[src/rtl/utc_pkg.sv]
package utc_pkg;

  // encoding modes held in the encoding_mode register
  typedef enum logic [1:0] {
    MODE_LATIN1     = 2'd0,
    MODE_UTF16_AUTO = 2'd1,
    MODE_UTF16LE    = 2'd2,
    MODE_UTF16BE    = 2'd3
  } mode_t;

  // result status codes
  typedef enum logic [2:0] {
    STAT_DATA       = 3'd0,
    STAT_END        = 3'd1,
    STAT_LONE_LOW   = 3'd2,
    STAT_NO_LOW     = 3'd3,
    STAT_TRUNC_BYTE = 3'd4,
    STAT_TRUNC_SURR = 3'd5
  } status_t;

  // input operation codes
  localparam logic OP_DATA = 1'b0;
  localparam logic OP_EOS  = 1'b1;

  // register index of encoding_mode
  localparam logic REG_ENCODING_MODE = 1'b0;

  localparam int unsigned MAX_RESULTS = 4;
  localparam int unsigned CNT_W       = $clog2(MAX_RESULTS + 1);

  typedef struct packed {
    logic       op;
    logic [7:0] data_byte;
  } in_item_t;

  typedef struct packed {
    logic [7:0] out_byte;
    logic [2:0] status;
    logic       last_in_run;
  } out_item_t;

  // results caused by one input item
  typedef struct packed {
    logic [CNT_W-1:0]                 cnt;
    out_item_t [MAX_RESULTS-1:0]      item;
  } result_set_t;

endpackage

[src/rtl/utf16_latin1_to_utf8_transcoder_core.sv]
// Byte-wide UTF-16 / Latin-1 to UTF-8 transcoder. Each transfer on the input
// channel carries one raw byte or an end-of-stream marker; each transfer on the
// output channel carries one UTF-8 byte or a status code, with last_in_run set
// on the final result of an input item. An item is decoded in the cycle it is
// accepted and its zero to four results are loaded into a four-entry result
// buffer that drains one result per cycle while out_stall is low. The
// single-byte output port sets the rate: a new item is accepted only when the
// buffer is empty or its last result is taken in that cycle. Writing
// encoding_mode (byte address 0) clears the decoder state; it must only be
// written while the block is idle.
module utf16_latin1_to_utf8_transcoder_core (
  input  logic                clk,
  input  logic                rst_n,
  // input channel
  input  logic                in_valid,
  output logic                in_stall,
  input  utc_pkg::in_item_t   in_data,
  // result channel
  output logic                out_valid,
  input  logic                out_stall,
  output utc_pkg::out_item_t  out_data,
  // configuration port
  input  logic                cfg_psel,
  input  logic                cfg_penable,
  input  logic                cfg_pwrite,
  input  logic [2:0]          cfg_paddr,
  input  logic [31:0]         cfg_pwdata,
  output logic [31:0]         cfg_prdata,
  output logic                cfg_pready
);
  import utc_pkg::*;

  // configuration and decoder state
  mode_t            mode_r;
  logic             first_pair_done_r, first_pair_done_nxt;
  logic             little_endian_r, little_endian_nxt;
  logic             held_byte_valid_r, held_byte_valid_nxt;
  logic [7:0]       held_byte_r, held_byte_nxt;
  logic             held_high_valid_r, held_high_valid_nxt;
  logic [9:0]       held_high_offset_r, held_high_offset_nxt;

  // result buffer
  out_item_t [MAX_RESULTS-1:0] buf_r, buf_nxt;
  logic [CNT_W-1:0]            cnt_r, cnt_nxt;

  logic        cfg_write;
  logic        in_take;
  logic        out_take;
  result_set_t res;

  // utf-8 encoding of one code point
  function automatic result_set_t encode_cp(input logic [20:0] cp);
    result_set_t r;
    r = '0;
    if (cp <= 21'h7f) begin
      r.cnt = CNT_W'(1);
      r.item[0].out_byte = cp[7:0];
    end else if (cp <= 21'h7ff) begin
      r.cnt = CNT_W'(2);
      r.item[0].out_byte = {3'b110, cp[10:6]};
      r.item[1].out_byte = {2'b10, cp[5:0]};
    end else if (cp <= 21'hffff) begin
      r.cnt = CNT_W'(3);
      r.item[0].out_byte = {4'b1110, cp[15:12]};
      r.item[1].out_byte = {2'b10, cp[11:6]};
      r.item[2].out_byte = {2'b10, cp[5:0]};
    end else begin
      r.cnt = CNT_W'(4);
      r.item[0].out_byte = {5'b11110, cp[20:18]};
      r.item[1].out_byte = {2'b10, cp[17:12]};
      r.item[2].out_byte = {2'b10, cp[11:6]};
      r.item[3].out_byte = {2'b10, cp[5:0]};
    end
    return r;
  endfunction

  function automatic result_set_t status_only(input status_t st);
    result_set_t r;
    r = '0;
    r.cnt = CNT_W'(1);
    r.item[0].status = st;
    return r;
  endfunction

  // handshakes
  assign cfg_write = cfg_psel && cfg_penable && cfg_pwrite && cfg_pready
                     && (cfg_paddr[2] == REG_ENCODING_MODE);
  assign out_valid = (cnt_r != '0);
  assign out_take  = out_valid && !out_stall;
  assign in_stall  = (cnt_r > CNT_W'(1)) || ((cnt_r == CNT_W'(1)) && out_stall);
  assign in_take   = in_valid && !in_stall;
  assign out_data  = buf_r[0];

  // register read back
  assign cfg_pready = 1'b1;
  assign cfg_prdata = (cfg_paddr[2] == REG_ENCODING_MODE) ? {30'd0, 2'(mode_r)} : 32'd0;

  // decode of one input item
  always_comb begin
    logic [7:0]  b0;
    logic [7:0]  b1;
    logic [15:0] unit;
    logic        is_high;
    logic        is_low;
    logic        is_bom;
    logic [20:0] cp;
    first_pair_done_nxt  = first_pair_done_r;
    little_endian_nxt    = little_endian_r;
    held_byte_valid_nxt  = held_byte_valid_r;
    held_byte_nxt        = held_byte_r;
    held_high_valid_nxt  = held_high_valid_r;
    held_high_offset_nxt = held_high_offset_r;
    res    = '0;
    b0     = held_byte_r;
    b1     = in_data.data_byte;
    unit   = little_endian_r ? {b1, b0} : {b0, b1};
    is_high = (unit[15:10] == 6'b110110);
    is_low  = (unit[15:10] == 6'b110111);
    is_bom  = 1'b0;
    cp      = 21'h10000 + {1'b0, held_high_offset_r, unit[9:0]};

    if (in_data.op == OP_EOS) begin
      // end of stream reports and returns to the start state
      if (mode_r != MODE_LATIN1 && held_byte_valid_r) begin
        res = status_only(STAT_TRUNC_BYTE);
      end else if (mode_r != MODE_LATIN1 && held_high_valid_r) begin
        res = status_only(STAT_TRUNC_SURR);
      end else begin
        res = status_only(STAT_END);
      end
      first_pair_done_nxt = 1'b0;
      little_endian_nxt   = (mode_r != MODE_UTF16BE);
      held_byte_valid_nxt = 1'b0;
      held_high_valid_nxt = 1'b0;
    end else if (mode_r == MODE_LATIN1) begin
      res = encode_cp({13'd0, in_data.data_byte});
    end else if (!held_byte_valid_r) begin
      // first byte of a unit
      held_byte_valid_nxt = 1'b1;
      held_byte_nxt       = in_data.data_byte;
    end else begin
      held_byte_valid_nxt = 1'b0;
      // byte-order mark on the first pair
      if (!first_pair_done_r) begin
        first_pair_done_nxt = 1'b1;
        if (b0 == 8'hff && b1 == 8'hfe) begin
          is_bom            = 1'b1;
          little_endian_nxt = 1'b1;
        end else if (b0 == 8'hfe && b1 == 8'hff) begin
          is_bom            = 1'b1;
          little_endian_nxt = 1'b0;
        end
      end
      if (!is_bom) begin
        if (held_high_valid_r) begin
          held_high_valid_nxt = 1'b0;
          if (is_low) begin
            res = encode_cp(cp);
          end else begin
            res = status_only(STAT_NO_LOW);
          end
        end else if (is_high) begin
          held_high_valid_nxt  = 1'b1;
          held_high_offset_nxt = unit[9:0];
        end else if (is_low) begin
          res = status_only(STAT_LONE_LOW);
        end else begin
          res = encode_cp({5'd0, unit});
        end
      end
    end

    // flag the final result of the item
    case (res.cnt)
      CNT_W'(1): res.item[0].last_in_run = 1'b1;
      CNT_W'(2): res.item[1].last_in_run = 1'b1;
      CNT_W'(3): res.item[2].last_in_run = 1'b1;
      CNT_W'(4): res.item[3].last_in_run = 1'b1;
      default:   ;
    endcase
  end

  // result buffer load and drain
  always_comb begin
    buf_nxt = buf_r;
    cnt_nxt = cnt_r;
    if (in_take) begin
      buf_nxt = res.item;
      cnt_nxt = res.cnt;
    end else if (out_take) begin
      for (int i = 0; i < MAX_RESULTS - 1; i++) begin
        buf_nxt[i] = buf_r[i + 1];
      end
      cnt_nxt = cnt_r - CNT_W'(1);
    end
  end

  // control state
  always_ff @(posedge clk) begin
    if (!rst_n) begin
      mode_r            <= MODE_UTF16_AUTO;
      first_pair_done_r <= 1'b0;
      little_endian_r   <= 1'b1;
      held_byte_valid_r <= 1'b0;
      held_high_valid_r <= 1'b0;
      cnt_r             <= '0;
    end else if (cfg_write) begin
      mode_r            <= mode_t'(cfg_pwdata[1:0]);
      first_pair_done_r <= 1'b0;
      little_endian_r   <= (mode_t'(cfg_pwdata[1:0]) != MODE_UTF16BE);
      held_byte_valid_r <= 1'b0;
      held_high_valid_r <= 1'b0;
      cnt_r             <= cnt_nxt;
    end else begin
      if (in_take) begin
        first_pair_done_r <= first_pair_done_nxt;
        little_endian_r   <= little_endian_nxt;
        held_byte_valid_r <= held_byte_valid_nxt;
        held_high_valid_r <= held_high_valid_nxt;
      end
      cnt_r <= cnt_nxt;
    end
  end

  // payload registers
  always_ff @(posedge clk) begin
    buf_r <= buf_nxt;
    if (in_take) begin
      held_byte_r        <= held_byte_nxt;
      held_high_offset_r <= held_high_offset_nxt;
    end
  end

endmodule
[config.mk]
export PLATFORM = sky130hd
export DESIGN_NAME = utf16_latin1_to_utf8_transcoder_core
export DESIGN_NICKNAME = d
export VERILOG_FILES = /design/src/rtl/utc_pkg.sv /design/src/rtl/utf16_latin1_to_utf8_transcoder_core.sv
export SDC_FILE = /design/constraint.sdc
export NUM_CORES = 1
export LEC_CHECK = 0
export ABC_AREA = 1
export BUFFER_PORTS_ARGS = -buffer_cell sky130_fd_sc_hd__buf_4
export CAP_MARGIN = 10
export CORE_ASPECT_RATIO = 2
export CORE_MARGIN = 1.5
export CORE_UTILIZATION = 40
export DETAILED_ROUTE_END_ITERATION = 16
export MAX_ROUTING_LAYER = met4
export SETUP_SLACK_MARGIN = 0.02
export SYNTH_ARGS = -nofsm -noshare
export SYNTH_HDL_FRONTEND = slang
export SYNTH_SLANG_ARGS = --single-unit
[constraint.sdc]
create_clock -name clk -period 2.2 [get_ports clk]
set_input_delay 0.44 -clock clk [delete_from_list [all_inputs] [get_ports clk]]
set_output_delay 0.44 -clock clk [all_outputs]
set_load 0.03 [all_outputs]
Word-level counts from Yosys, hierarchy flattened
Cells that the tools add are included.
{ "word_totals": {"regBits": 75, "latchBits": 0, "mem_bits_rw": 0, "mem_bits_ro": 0, "inputBits": 51, "out_inout_bits": 47, "n_memories": 0} }
{ "classes": {"add_sub_neg": 2, "multipliers": 0, "div_mod_pow": 0, "order_cmp": 7, "n_eq_ne": 17, "shifts": 0, "muxes": 71, "n_bitwise": 7, "reduce_logical": 28} }
{ "op_table": {"columns": ["cell", "count"], "rows": [
  ["51-bit two-way mux", 8],
  ["8-bit two-way mux", 13],
  ["36-bit two-way mux", 2],
  ["6-bit two-way mux", 6],
  ["8-bit equality test, second input constant", 4],
  ["1-bit two-way mux", 30],
  ["17-bit by 20-bit adder with 21-bit output, first input constant", 1],
  ["21-bit by 11-bit less-or-equal comparator with 1-bit output, second input constant", 1],
  ["21-bit by 16-bit less-or-equal comparator with 1-bit output, second input constant", 1],
  ["21-bit by 7-bit less-or-equal comparator with 1-bit output, second input constant", 1],
  ["3-bit two-way mux", 6],
  ["16-bit by 11-bit less-or-equal comparator with 1-bit output, second input constant", 1],
  ["16-bit by 7-bit less-or-equal comparator with 1-bit output, second input constant", 1],
  ["16-bit two-way mux", 1],
  ["6-bit equality test, second input constant", 2],
  ["1-bit logical AND", 10],
  ["8-bit by 7-bit less-or-equal comparator with 1-bit output, second input constant", 1],
  ["4-bit two-way mux", 2],
  ["2-bit != test, second input constant", 4],
  ["4-bit AND reduction", 2],
  ["2-bit nonzero test", 4],
  ["1-bit NOT", 7],
  ["7-bit AND reduction", 1],
  ["3-bit by 1-bit equality test with 1-bit output, second input constant", 2],
  ["17 further kinds", 21]
]} }

Logic depth before layout (Yosys ltp)
{ "depth": {"depth_word": 15, "ltp_mapped": 21, "mapped_depth_nobuf": 20} }

Worst setup path after synthesis
OpenSTA, ideal clock, no wires.
{ "synth_timing": {"path_type": "register to register", "from": "register held_high_offset_r[6]", "to": "register buf_r[12] (netlist name) (data pin)", "setup_time_ns": 0.258, "arrival_ns": 2.021, "path_slack_ns": -0.079, "path_stages_with_launch": 14, "n_path_buf": 0, "cell_sequence": "edfxtp_1 > ha_1 > xnor2_1 > nand2_1 > nor2_1 > nand2_1 > nand2_1 > nand3_4 > nand2_2 > nand2_2 > a21oi_2 > nor2_1 > nand2_1 > o21ai_1"} }
{ "synth_rtl": {"columns": ["item", "line", "rtl"], "rows": [
  ["start: declaration", "utf16_latin1_to_utf8_transcoder_core.sv:40", "logic [9:0] held_high_offset_r, held_high_offset_nxt;"],
  ["start signal: assignment", "utf16_latin1_to_utf8_transcoder_core.sv:230", "held_high_offset_r <= held_high_offset_nxt;"],
  ["end signal: assignment", "utf16_latin1_to_utf8_transcoder_core.sv:227", "buf_r <= buf_nxt;"],
  ["end: declaration", "utf16_latin1_to_utf8_transcoder_core.sv:43", "out_item_t [MAX_RESULTS-1:0] buf_r, buf_nxt;"]
]} }

==> flow_summary.ini <==
[drt]
ant_nets = 0
routed_wl_um = 15900
num_vias = 4719
dr.pass1.iters = 4
viasPerCell = 5.10
dr.first_iter.drc_count = 272
drc = 0
wire_per_inst_um = 17.1

[timing]
period_share = 1.12
final_hold_viol_count = 0
clock-skew-final_ns = 0.00762
rsz0062_at_grt = yes
setup_tns_ns = -5.08
setup_viol = 33
period_minus_slack_ns = 2.46
layout_setup_ws_ns = -0.263
fmax_mhz = 406
drv_slew = 0

[yosys]
synth_area_leader_cell = edfxtp_1
synth_cells = 612
async_reset_ff_frac = 0
synth_edf_count = 54
synth.top_cell.area_share = 0.355
netlist_top_cells_area = edfxtp_1, nand2_1, buf_4, inv_1, dfxtp_1
ys_seq_area_frac = 0.394
synth-seq-cells = 63
synth_area_um2 = 4570
synth_area_per_cell_um2 = 7.47
synth_common_cells = nand2_1, inv_1, edfxtp_1
yosysWarnings = 0
synth_flop_cell = edfxtp_1
ys_types = 50
synth.most_common_cell = nand2_1

[global_routing]
antenna_found_initial = 0
grt_pass1_vias = 4711
grt_max_degree = 30
overflow = 0
grtUsageTotal = 0.277
grt_first_pass_wirelength_um = 24000

[outcome]
outcome = finished, violations left
violations = setup timing

[setup_path]
critPathLaunchType = flip-flop
arrival_ns = 2.55
cp_max_fo = 7
crit_type = flip-flop to flip-flop
cp_data_required_time_ns = 2.29
crit_path_end_kind = flip-flop

[placement]
hpwl_um = 12400
gp_congestion = 1.03
port_buffers = 34

[clocking]
h-tree-depth = 3
cts_made_buffers = 9
cts_sinks = 63
clockBufferDepth = 2
cts_root_buffer = clkbuf_16
clk_latency_ns = 0.33
clkTransAtPathRegs_ns = 0.05
cts_tree = done

[final_layout]
final_nets = 834
drive_above_1_share = 0.386
nFillCells = 1036
antennaDiodeCount = 0
area_delta_synth_final_pct = 45.1

[worst_hold_path]
hold_class = primary input to flip-flop

[floorplanning]
io_pins = 98
start_util = 0.408
die_y_um = 154
die_area_um2 = 12100
rows = 55
coreArea_um2 = 11200
die_w_um = 78.6

[power]
irDropWorstVdd_mv = 0.629
internal_power_mw = 3.40
clock_power_share = 0.265
combPwrFrac = 0.395
power_mw = 5.37
switching_power_mw = 1.97
p_sw_frac = 0.367
pwr_density_cell_nw_per_um2 = 809
pwr-share-seq = 0.340
leakagePower_nw = 3.05

[flow_run]
cap_violations = 0
==> worst max-delay path: stages (launching register included) <==
cell      delay, ns
dfxtp_4        0.46
buf_12         0.15
nand2_1        0.08
o21ai_4        0.10
nand2_2        0.11
nor2_2         0.15
nand3_2        0.08
nand2_2        0.12
nand2_8        0.10
buf_4          0.16
nor2_4         0.17
nand2_1        0.08
o211ai_1       0.09
nand2_1        0.10
nand2_1        0.06
nand2_1        0.07
nand2_1        0.08
nand2_1        0.05
==> cells in the final DEF, fill, tap and decap left out, drive strengths merged <==
cell type / instances
nand3: 35
a41oi: 1
clkbuf: 11
inv: 67
buf: 178
a22oi: 1
conb: 31
a221oi: 1
nor3: 9
o31ai: 3
o21ai: 43
o21a: 1
ha: 5
nor2: 51
xnor2: 1
or2: 2
a21oi: 22
nand3b: 2
o211ai: 9
dfxtp: 9
clkinv: 6
or3: 1
nand4: 7
edfxtp: 54
a32oi: 7
bufinv: 1
clkinvlp: 2
a211oi: 3
nand2: 210
xor2: 1
o22ai: 7
and3: 1
o41ai: 1
==> final timing paths <==
path | start | to | slack [ns] | cells after the start
setup / recovery | little_endian_r$_SDFFE_PN1P_ | buf_r[17]$_DFFE_PP_ | -0.26 | 17
hold / removal | in_data[3] | held_byte_r[3]$_DFFE_PP_ | 0.33 | 1
setup reg to reg | little_endian_r$_SDFFE_PN1P_ | buf_r[17]$_DFFE_PP_ | -0.26 | 17
hold reg to reg | first_pair_done_r$_SDFFE_PP0P_ | first_pair_done_r$_SDFFE_PP0P_ | 0.48 | 2
==> layer usage <==
layer / GRT usage / share of wire
met5: - / 0
met3: 0.0319 / 0.035
met2: 0.491 / 0.53
met1: 0.250 / 0.33
met4: 0.248 / 0.10
==> final cells by class <==
type | count | area (µm²) | share of cell area
multi-input combinational | 455 | 2620 | 0.395
sequential | 63 | 1810 | 0.272
timing repair buffer | 179 | 1470 | 0.222
inverter | 69 | 268 | 0.0403
clock buffer | 10 | 229 | 0.0345
tap | 142 | 178 | 0.0268
clock inverter | 6 | 61.3 | 0.00924
timing repair inverter | 1 | 6.26 | 0.000943
==> power by group through the flow <==
stage | Sequential, mW | Combinational, mW | Clock, mW
after floorplan | 1.81 | 1.28 | 0
after global placement | 1.83 | 1.93 | 0
after detailed placement | 1.84 | 1.95 | 0
after CTS | 1.82 | 2.06 | 1.44
after global routing | 1.85 | 2.29 | 1.47
final | 1.83 | 2.12 | 1.42
==> cell families after synthesis <==
kind of cell    Yosys count  share of synthesized area
buf+inv                 124                      0.144
flops                    63                      0.394
simple gates            317                      0.309
xor+xnor                  2                    0.00383
fa+ha+maj                 5                     0.0137
compound gates           99                      0.134
other cells               2                    0.00164
==> per-stage QoR <==
step	hold slack (ns)	worst slack, ns	area, µm²	util	instances
floorplan	0.429	-0.00503	4710	-	641
global placement	0.456	-0.421	5740	0.512	889
detailed placement	0.475	-0.439	5740	0.512	889
CTS	0.324	-0.219	6420	0.572	914
global route	0.335	-0.415	6640	0.592	925
finish	0.329	-0.263	6640	0.592	925
==> sequential cells by signal (all words and copies together), names as in the netlist <==
register            count
out_data               12
buf_r                  24
mode_r                  2
held_high_valid_r       1
cnt_r                   3
little_endian_r         1
held_byte_valid_r       1
first_pair_done_r       1
held_high_offset_r     10
held_byte_r             8
==> repair_timing <==
action | in CTS | in global routing
gates cloned | 1 | 3
pin swaps | 34 | 10
endpoints found under the hold margin | 0 | 0
resized for setup | 83 | 29
endpoints found under the setup margin | 45 | 48
buffers inserted | 8 | 10
hold buffers | 0 | 0
(Power assumes the default switching activity.)
